`src/rtl/core/sre_pkg.sv`:
```
// Shared constants, types and the reciprocal table of the radix digit emitter.
package sre_pkg;

  localparam int MAX_DIGITS = 32;
  localparam int MAX_BASE   = 16;

  localparam int CNT_W  = $clog2(MAX_DIGITS + 1);
  localparam int BUF_AW = $clog2(MAX_DIGITS);
  localparam int DIG_W  = $clog2(MAX_BASE);
  localparam int BASE_W = 5;
  localparam int CHAR_W = 8;
  localparam int DATA_W = 64;
  localparam int IDX_W  = 2;

  localparam logic [CHAR_W-1:0] CH_MINUS = 8'h2D;
  localparam logic [CHAR_W-1:0] CH_PLUS  = 8'h2B;

  localparam logic [IDX_W-1:0] REG_BASE_SIZE   = 2'd0;
  localparam logic [IDX_W-1:0] REG_DIGITS_LOW  = 2'd1;
  localparam logic [IDX_W-1:0] REG_DIGITS_HIGH = 2'd2;

  // Controller to datapath commands
  typedef struct packed {
    logic load;
    logic mul;
    logic step;
    logic emit_sign;
    logic emit_digit;
  } sre_cmd_t;

  // Datapath to controller status
  typedef struct packed {
    logic alpha_ok;
    logic neg;
    logic more;
    logic last_digit;
  } sre_status_t;

  // floor(2^32 / n); the quotient estimate is at most one short
  function automatic logic [31:0] recip(input logic [BASE_W-1:0] n);
    logic [31:0] r;
    case (n)
      5'd2:    r = 32'h8000_0000;
      5'd3:    r = 32'h5555_5555;
      5'd4:    r = 32'h4000_0000;
      5'd5:    r = 32'h3333_3333;
      5'd6:    r = 32'h2AAA_AAAA;
      5'd7:    r = 32'h2492_4924;
      5'd8:    r = 32'h2000_0000;
      5'd9:    r = 32'h1C71_C71C;
      5'd10:   r = 32'h1999_9999;
      5'd11:   r = 32'h1745_D174;
      5'd12:   r = 32'h1555_5555;
      5'd13:   r = 32'h13B1_3B13;
      5'd14:   r = 32'h1249_2492;
      5'd15:   r = 32'h1111_1111;
      5'd16:   r = 32'h1000_0000;
      default: r = 32'h0000_0000;
    endcase
    return r;
  endfunction

endpackage

```
`src/rtl/core/sre_ctrl.sv`:
```
// Sequencing state machine of the radix digit emitter.
module sre_ctrl import sre_pkg::*; (
  input  logic        clk,
  input  logic        rst,
  input  logic        start,
  input  sre_status_t status,
  output sre_cmd_t    cmd,
  output logic        busy
);

  typedef enum logic [5:0] {
    S_IDLE  = 6'b000001,
    S_CHECK = 6'b000010,
    S_MUL   = 6'b000100,
    S_CORR  = 6'b001000,
    S_SIGN  = 6'b010000,
    S_EMIT  = 6'b100000
  } state_t;

  state_t state, state_next;

  always_ff @(posedge clk) begin
    if (rst) begin
      state <= S_IDLE;
    end else begin
      state <= state_next;
    end
  end

  always_comb begin
    state_next = state;
    unique case (state)
      S_IDLE: begin
        if (start) state_next = S_CHECK;
      end
      S_CHECK: begin
        state_next = status.alpha_ok ? S_MUL : S_IDLE;
      end
      S_MUL: begin
        state_next = S_CORR;
      end
      S_CORR: begin
        if (status.more) state_next = S_MUL;
        else if (status.neg) state_next = S_SIGN;
        else state_next = S_EMIT;
      end
      S_SIGN: begin
        state_next = S_EMIT;
      end
      S_EMIT: begin
        if (status.last_digit) state_next = S_IDLE;
      end
      default: state_next = S_IDLE;
    endcase
  end

  assign busy           = (state != S_IDLE);
  assign cmd.load       = (state == S_IDLE) && start;
  assign cmd.mul        = (state == S_MUL);
  assign cmd.step       = (state == S_CORR);
  assign cmd.emit_sign  = (state == S_SIGN);
  assign cmd.emit_digit = (state == S_EMIT);

endmodule

```
`src/rtl/core/sre_dp.sv`:
```
// Datapath: alphabet registers and check, reciprocal divider, digit buffer, output.
module sre_dp import sre_pkg::*; (
  input  logic               clk,
  input  logic               rst,
  input  logic               wr_en,
  input  logic [IDX_W-1:0]   wr_index,
  input  logic [DATA_W-1:0]  wr_data,
  input  logic signed [31:0] value,
  input  sre_cmd_t           cmd,
  output sre_status_t        status,
  output logic               strobe,
  output logic [CHAR_W-1:0]  out_char,
  output logic               last
);

  logic [BASE_W-1:0] base_size;
  logic [DATA_W-1:0] digits_low;
  logic [DATA_W-1:0] digits_high;

  logic [31:0]       mag;
  logic              neg;
  logic [63:0]       prod;
  logic [CNT_W-1:0]  cnt;
  logic [DIG_W-1:0]  dig_buf [MAX_DIGITS];

  logic [CHAR_W-1:0] alpha [MAX_BASE];
  logic              bad;

  logic [31:0]       q_est;
  logic [31:0]       r_full;
  logic [5:0]        r_small;
  logic              corr;
  logic [DIG_W-1:0]  digit;
  logic [31:0]       q;
  logic [BUF_AW-1:0] rd_idx;

  // configuration writes; an index past the list is dropped
  always_ff @(posedge clk) begin
    if (rst) begin
      base_size   <= '0;
      digits_low  <= '0;
      digits_high <= '0;
    end else if (wr_en) begin
      unique case (wr_index)
        REG_BASE_SIZE:   base_size   <= wr_data[BASE_W-1:0];
        REG_DIGITS_LOW:  digits_low  <= wr_data;
        REG_DIGITS_HIGH: digits_high <= wr_data;
        default: ;
      endcase
    end
  end

  always_comb begin
    for (int k = 0; k < MAX_BASE; k++) begin
      if (k < 8) alpha[k] = digits_low[8*k +: CHAR_W];
      else alpha[k] = digits_high[8*(k-8) +: CHAR_W];
    end
  end

  // base size check (2 to MAX_BASE), then no sign characters or repeats among the first base_size characters
  always_comb begin
    bad = (base_size < BASE_W'(2)) || (base_size > BASE_W'(MAX_BASE));
    for (int i = 0; i < MAX_BASE; i++) begin
      if (BASE_W'(i) < base_size) begin
        if (alpha[i] == CH_MINUS || alpha[i] == CH_PLUS) bad = 1'b1;
        for (int j = i + 1; j < MAX_BASE; j++) begin
          if (BASE_W'(j) < base_size && alpha[i] == alpha[j]) bad = 1'b1;
        end
      end
    end
  end

  // quotient estimate and one-step correction
  always_comb begin
    q_est   = prod[63:32];
    r_full  = mag - 32'(q_est * {27'd0, base_size});
    r_small = r_full[5:0];
    corr    = (r_small >= {1'b0, base_size});
    digit   = corr ? DIG_W'(r_small - {1'b0, base_size}) : DIG_W'(r_small);
    q       = corr ? q_est + 32'd1 : q_est;
  end

  assign rd_idx = BUF_AW'(cnt - CNT_W'(1));

  always_ff @(posedge clk) begin
    if (cmd.load) begin
      neg <= value[31];
      mag <= value[31] ? 32'(-$unsigned(value)) : $unsigned(value);
      cnt <= '0;
    end
    if (cmd.mul) begin
      prod <= 64'(mag) * 64'(recip(base_size));
    end
    if (cmd.step) begin
      dig_buf[cnt[BUF_AW-1:0]] <= digit;
      mag <= q;
      cnt <= cnt + CNT_W'(1);
    end
    if (cmd.emit_sign) begin
      out_char <= CH_MINUS;
      last     <= 1'b0;
    end
    if (cmd.emit_digit) begin
      out_char <= alpha[dig_buf[rd_idx]];
      last     <= (cnt == CNT_W'(1));
      cnt      <= cnt - CNT_W'(1);
    end
  end

  always_ff @(posedge clk) begin
    if (rst) begin
      strobe <= 1'b0;
    end else begin
      strobe <= cmd.emit_sign || cmd.emit_digit;
    end
  end

  assign status.alpha_ok   = !bad;
  assign status.neg        = neg;
  assign status.more       = (q != 32'd0) && (cnt < CNT_W'(MAX_DIGITS - 1));
  assign status.last_digit = (cnt == CNT_W'(1));

endmodule

```
`src/rtl/core/signed_radix_digit_emitter.sv`:
```
// Signed integer to text in a configured radix: top level.
// Per item: the start beat, a check state, a multiply and a correct state
//   per digit, a '-' state when negative, then one char a cycle, each with strobe.
// Busy is high in every state but idle; the next start beat is taken once busy
//   drops.
// An invalid alphabet ends the item in the check state and gives no chars.
// Synchronous active-high reset clears the configuration registers, strobe and the
//   sequencer; the receiver cannot stall, each char is shown for one cycle only.
module signed_radix_digit_emitter import sre_pkg::*; (
  input  logic               clk,
  input  logic               rst,
  // command side
  input  logic               start,
  output logic               busy,
  input  logic signed [31:0] value,
  // configuration writes
  input  logic               wr_en,
  input  logic [IDX_W-1:0]   wr_index,
  input  logic [DATA_W-1:0]  wr_data,
  // character beats
  output logic               strobe,
  output logic [CHAR_W-1:0]  out_char,
  output logic               last
);

  sre_cmd_t    cmd;
  sre_status_t status;

  // sequencer: check, divide loop, optional sign, emit loop
  sre_ctrl u_ctrl (
    .clk    (clk),
    .rst    (rst),
    .start  (start),
    .status (status),
    .cmd    (cmd),
    .busy   (busy)
  );

  // datapath: digits are found least significant first into a buffer,
  // then read back most significant first
  sre_dp u_dp (
    .clk      (clk),
    .rst      (rst),
    .wr_en    (wr_en),
    .wr_index (wr_index),
    .wr_data  (wr_data),
    .value    (value),
    .cmd      (cmd),
    .status   (status),
    .strobe   (strobe),
    .out_char (out_char),
    .last     (last)
  );

endmodule
```
`config.mk`:
```
export PLATFORM = sky130hd
export DESIGN_NAME = signed_radix_digit_emitter
export DESIGN_NICKNAME = d
export VERILOG_FILES = /design/src/rtl/core/sre_pkg.sv /design/src/rtl/core/sre_ctrl.sv /design/src/rtl/core/sre_dp.sv /design/src/rtl/core/signed_radix_digit_emitter.sv
export SDC_FILE = /design/constraint.sdc
export NUM_CORES = 2
export LEC_CHECK = 0
export ABC_CLOCK_PERIOD_IN_PS = 11400
export BUFFER_PORTS_ARGS = -buffer_cell sky130_fd_sc_hd__buf_4
export CORE_MARGIN = 1.5
export CORE_UTILIZATION = 59
export CTS_CLUSTER_SIZE = 20
export DETAILED_ROUTE_END_ITERATION = 12
export PLACE_DENSITY = 0.8
export SLEW_MARGIN = 5
export SYNTH_ARGS = -nofsm -noshare
export SYNTH_HDL_FRONTEND = slang
export SYNTH_HIERARCHICAL = 1
export SYNTH_SLANG_ARGS = --single-unit
export TNS_END_PERCENT = 20
```
`constraint.sdc`:
```
create_clock -name clk -period 11.4 [get_ports clk]
set_clock_uncertainty 0.15 [all_clocks]
set_input_delay 2.28 -clock clk [delete_from_list [all_inputs] [get_ports clk]]
set_output_delay 2.28 -clock clk [all_outputs]
set_load 0.01 [all_outputs]
```
After elaboration in Yosys (flattened, before gate mapping)
Memories as Yosys holds them, arrays and structs flattened. A register that Yosys moved wholly into a read port is not among the register bits.
Cells that the tools add are included.
{"block": "word_totals", "regBits": 252, "wordCells": 534, "mem_count": 2, "ramBits": 128, "mem_bits_ro": 1024}
{"memory": "(no name shown)", "depth": 32, "word_bits": 32, "rd": 1, "rd_ports_with_merged_regs": 1, "write_ports": 0, "line_no": "sre_pkg.sv:42", "source": "case (n)"}
{"memory": "u_dp.dig_buf", "depth": 32, "word_bits": 4, "rd": 1, "rd_ports_with_merged_regs": 0, "write_ports": 1, "line_no": "sre_dp.sv:24", "source": "logic [DIG_W-1:0] dig_buf [MAX_DIGITS];"}
{"block": "classes", "n_bitwise": 1, "order_cmp": 21, "multipliers": 2, "addsub": 6, "muxes": 178, "reduce_logical": 149, "n_eq_ne": 164}
{"operator": "$eq 8x8->1", "n": 120}
{"operator": "$eq 8x6->1 const B", "n": 32}
{"operator": "$mux 32", "n": 5}
{"operator": "$mux 1", "n": 156}
{"operator": "$logic_and 1x1->1", "n": 122}
{"operator": "$mul 32x32->64", "n": 1}
{"operator": "$mux 6", "n": 7}
{"operator": "$lt 4x5->1 const A", "n": 8}
{"operator": "$pmux 6 s6", "n": 1}
{"operator": "$add 32x1->32 const B", "n": 1}
{"operator": "$bmux 8 s4", "n": 1}
{"operator": "$mul 32x5->6", "n": 1}
{"operator": "$mux 8", "n": 4}
{"operator": "$neg 32->32", "n": 1}
{"operator": "$reduce_bool 32->1", "n": 1}
{"operator": "$lt 3x5->1 const A", "n": 4}
{"operator": "$logic_or 1x1->1", "n": 18}
{"operator": "$eq 6x1->1 const B", "n": 2}
{"operator": "$lt 1x5->1 const A", "n": 2}
{"operator": "$lt 2x5->1 const A", "n": 2}
{"operator": "$mux 5", "n": 2}
{"operator": "$reduce_and 2->1", "n": 4}
{"operator": "$add 6x1->6 const B", "n": 1}
{"operator": "$eq 6x2->1 const B", "n": 1}
{"operator": "22 further kinds", "n": 24}

Logic depth before layout (Yosys ltp)
{"block": "logic_depth", "word_depth": 156, "mapped_depth": 31, "ltp_nobuf": 29}

Modules after synthesis
Netlist, hierarchy kept.
{"mod": "sre_dp", "instances": 1, "area_per_inst_um2": 60197.7, "cells_each": 6614, "seq_area_each_um2": 9369.0}
{"mod": "sre_ctrl", "instances": 1, "area_per_inst_um2": 370.4, "cells_each": 43, "seq_area_each_um2": 120.1}

Least setup slack after synthesis
OpenSTA, ideal clock, no wires.
{"block": "synth_path", "path_type": "flip-flop to flip-flop", "startpoint": "register u_dp.mag[15]", "endpoint": "register u_dp.prod[50] (data pin)", "synth_period_minus_slack_ns": 7.634, "path_stages_with_launch": 29, "slack_ns": 3.766, "t_required_ns": 10.992, "t_arrival_ns": 7.227, "setup_time_ns": 0.258, "n_path_buf": 1, "path_cell_list": "edfxtp_1 > clkbuf_1 > nand2_1 > fa_1 > inv_1 > fa_1 > inv_1 > fa_1 > inv_1 > fa_1 > inv_1 > fa_1 > inv_1 > fa_1 > fa_1 > inv_1 > fa_1 > inv_1 > ha_1 > and4_1 > and3_1 > or3b_2 > nand4_1 > o32ai_1 > o41ai_1 > nand4_1 > nand2_1 > a21oi_1 > xnor2_1"}
{"block": "synth_between", "elab_chain_len": 1}
{"item": "start: declaration", "line_no": "sre_dp.sv:20", "source": "logic [31:0] mag;"}
{"item": "start signal: assignment", "line_no": "sre_dp.sv:88", "source": "mag <= value[31] ? 32'(-$unsigned(value)) : $unsigned(value);"}
{"item": "start signal: assignment", "line_no": "sre_dp.sv:96", "source": "mag <= q;"}
{"item": "$mul 32x32->64", "line_no": "sre_dp.sv:92", "source": "prod <= 64'(mag) * 64'(recip(base_size));"}
{"item": "end signal: assignment", "line_no": "sre_dp.sv:92"}
{"item": "end: declaration", "line_no": "sre_dp.sv:22", "source": "logic [63:0] prod;"}
Every way passes these cells.
A chain may end at the register's enable or synchronous reset.

==> run summary <==
Area Growth Syn to Fin: 5.44%
Syn_area_per_cell: 9.10 um^2
Most frequent cells in the layout: inv_1 (1017), fa_1 (903), nand2_1 (757)
CTS Hold Buffers Added: 0
CP Max Fanout: 21
VDD IR max: 0.170 mV
Post-synthesis cell area: 60600 um^2
Post-DP HPWL: 145000 um
# rows: 117
Cell Pwr Density: 81.5 nW/um^2
Primary FF master, synth: edfxtp_1
WL final: 203000 um
Seq/Total Area, Yosys: 15.7%
Least-Margin Pin Slew: 1.40 ns
Hold Vio Cnt, Final: 0
CTS Buf Count: 38
# port buffers: 112
Final setup fails: 0
Via count of the first global-routing pass: 50644
Post-DRT Antenna Nets: 0
Minimum clock period: 9.71 ns
Fillcell total: 8236
Leak: 0.0291 uW
Final setup TNS: 0 ns
Post-synth EDFFs: 208
Synth unique cells: 82
Worst skew pair latency: 0.63 ns
Final period util: 85.2%
Worst path bufs/invs: 8
GP Congestion: 1.05
Clock Path Buffers: 3
Critical path class: flop to flop
DR iter-0 viols: 6186
Core Area: 102000 um^2
Post_cts resized: 0
Mapped Cells: 6657
Met3 WL post-DR: 32900 um
Postcts setup bufs: 0
Status: complete, no violations
Vias per cell: 6.26
Fin nets: 7778
CTS tree: built
Routed length per instance: 25.7 um
Clk slew on worst S/H paths: 0.07 ns
Slew headroom: 6.50%
Flops & latches, synth: 370
Root Driver: clkbuf_16
Finished Layout Cells: 7888
# DRC: 0
Die area: 105000 um^2
Initial antenna violation count: 14
DP Cell Count: 7816
Overflow after GRT: 0
Max incr delay on CP: 1.26 ns
Num ports: 113
Max-capacitance violation count: 0
Die W: 323 um
Wire length on met1: 72100 um
Most common cell after layout, fill and taps aside: inv_1
Crit path max-delay family: adder cells
Starting density of the core: 59.5%
Routed via count: 49352
Fmax: 103 MHz
Fin. max-slew vios: 0
Mapped Nets: 7946
Critical Path RT: 11.61 ns
Pre-antenna DRT Iters: 7
Yosys warns: 6
Largest net degree at the start of global routing: 86
Total track usage: 39.6%
Slowest cell on crit path: dfxtp_1
Sink Count: 370
Hold crit path type: flop to flop
Met2 wire length: 84300 um
Worst setup SP type: flop
CP endpoint kind: flop
Fraction of registers with async set/reset: 0%
RSZ-0062 raised after global routing: no
Die height: 323 um
H-tree Lvls: 2
DR top layer: met5
Most frequent CP cell: fa_1
Arrival @ worst endpoint: 9.92 ns
Share of layout cells above drive strength 1: 6.94%
First-pass GRT wire length: 310000 um
[sequential cells by signal, summed over array words and instances (netlist names), named ones only]
register	count
u_dp/last	1
u_dp/digits_high	64
u_dp/digits_low	64
u_dp/neg	1
u_dp/dig_buf	128
u_dp/cnt	6
u_dp/prod	32
u_dp/mag	32
u_dp/base_size	5
u_dp/out_char	8
u_ctrl/state	6
u_dp/strobe	1
[final timing paths]
check | from | to | slack (ns) | cells after the start
setup / recovery | flop | u_dp/prod[63]$_DFFE_PP_ | 1.69 | 28
hold reg to reg | u_dp/digits_low[44]$_SDFFE_PP0P_ | u_dp/digits_low[44]$_SDFFE_PP0P_ | 0.31 | 2
setup reg to reg | flop | u_dp/prod[63]$_DFFE_PP_ | 1.69 | 28
hold / removal | u_dp/digits_low[44]$_SDFFE_PP0P_ | u_dp/digits_low[44]$_SDFFE_PP0P_ | 0.31 | 2
[through the flow]
stage                     power (uW)  area [um^2]  utilization, %  worst slack (ns)  hold slack (ns)
after floorplan                 3120        60600               -              3.77            0.458
after global placement          3760        62600            61.5              2.13            0.292
after detailed placement        3810        62600            61.5              1.93            0.298
after CTS                       5140        63800            62.7              1.91            0.307
after global routing            5430        63900            62.8              1.47            0.326
final                           5210        63900            62.8              1.69            0.307
[cells by family (layout without fill, tap and decap cells)]
logic type	after synthesis	in the layout	share of synthesized area, %
fa+ha+maj	1187	1187	35.7
simple gates	1805	1805	14.9
buf+inv	1536	1396	9.75
compound gates	573	573	5.68
xor+xnor	1088	1088	15.7
flops	370	370	15.7
other cells	0	3	0
mux	98	98	2.55
[worst register-to-register path: cells and delay by family, from the launching register on]
family	cells	cell delay, ns
flops	1	1.26
fa+ha+maj	9	4.54
xor+xnor	1	0.09
buf+inv	8	0.86
compound gates	7	2.11
simple gates	3	0.47
[where the power goes]
group | internal, uW | switching, uW | leakage (uW)
Sequential | 1570 | 101 | 0.00323
Combinational | 806 | 1410 | 0.0253
Clock | 700 | 616 | 0.000609
[Yosys cell counts, types with 6 or more instances]
| master | count | area share [%] |
|---|---|---|
| inv_1 | 1018 | 6.3 |
| nor4_1 | 131 | 1.4 |
| nand4_1 | 169 | 1.7 |
| buf_2 | 72 | 0.59 |
| nor2b_1 | 26 | 0.27 |
| a21o_1 | 30 | 0.37 |
| nor3_1 | 73 | 0.60 |
| or4_1 | 8 | 0.099 |
| ha_1 | 284 | 5.9 |
| a211oi_1 | 41 | 0.51 |
| xnor2_1 | 656 | 9.5 |
| clkbuf_1 | 327 | 2.0 |
| o22ai_1 | 7 | 0.072 |
| nand3b_1 | 7 | 0.087 |
| nor3b_1 | 7 | 0.087 |
| xor2_1 | 432 | 6.2 |
| buf_1 | 108 | 0.67 |
| nand4b_1 | 10 | 0.14 |
| fa_1 | 903 | 30 |
| nor2_1 | 137 | 0.85 |
| mux2_2 | 17 | 0.32 |
| a31oi_1 | 43 | 0.44 |
| nand3_1 | 61 | 0.50 |
| nand2b_1 | 11 | 0.11 |
| and2_1 | 346 | 3.6 |
| o21bai_1 | 7 | 0.087 |
| nand2_1 | 757 | 4.7 |
| o31ai_1 | 14 | 0.17 |
| or3_1 | 15 | 0.15 |
| o211ai_1 | 20 | 0.25 |
| o21ai_0 | 81 | 0.67 |
| dfxtp_1 | 162 | 5.4 |
| or2_2 | 6 | 0.062 |
| edfxtp_1 | 208 | 10 |
| and3_1 | 13 | 0.13 |
| mux4_2 | 33 | 1.2 |
| mux4_1 | 7 | 0.30 |
| mux2i_1 | 39 | 0.64 |
| a21oi_1 | 265 | 2.2 |
[routing by layer]
metal  vias to the layer above  global-route usage (%)
met2                      3837                    57.3
met5                         -                       0
met4                        20                    20.0
li1                      20552                       -
met3                      1020                    15.2
met1                     23923                    51.7
[cell type report]
class / instances / area, um^2 / area share, %
clock inverters: 17 / 210 / 0.329
diodes: 3 / 7.51 / 0.0118
inverters: 1021 / 3830 / 6.00
well taps: 1368 / 1710 / 2.68
multi-input cells: 4751 / 45200 / 70.8
flip-flops and latches: 370 / 9500 / 14.9
clock buffers: 51 / 1070 / 1.68
repair buffers: 307 / 2310 / 3.62
No activity file was read; power rests on OpenSTA's default activity.
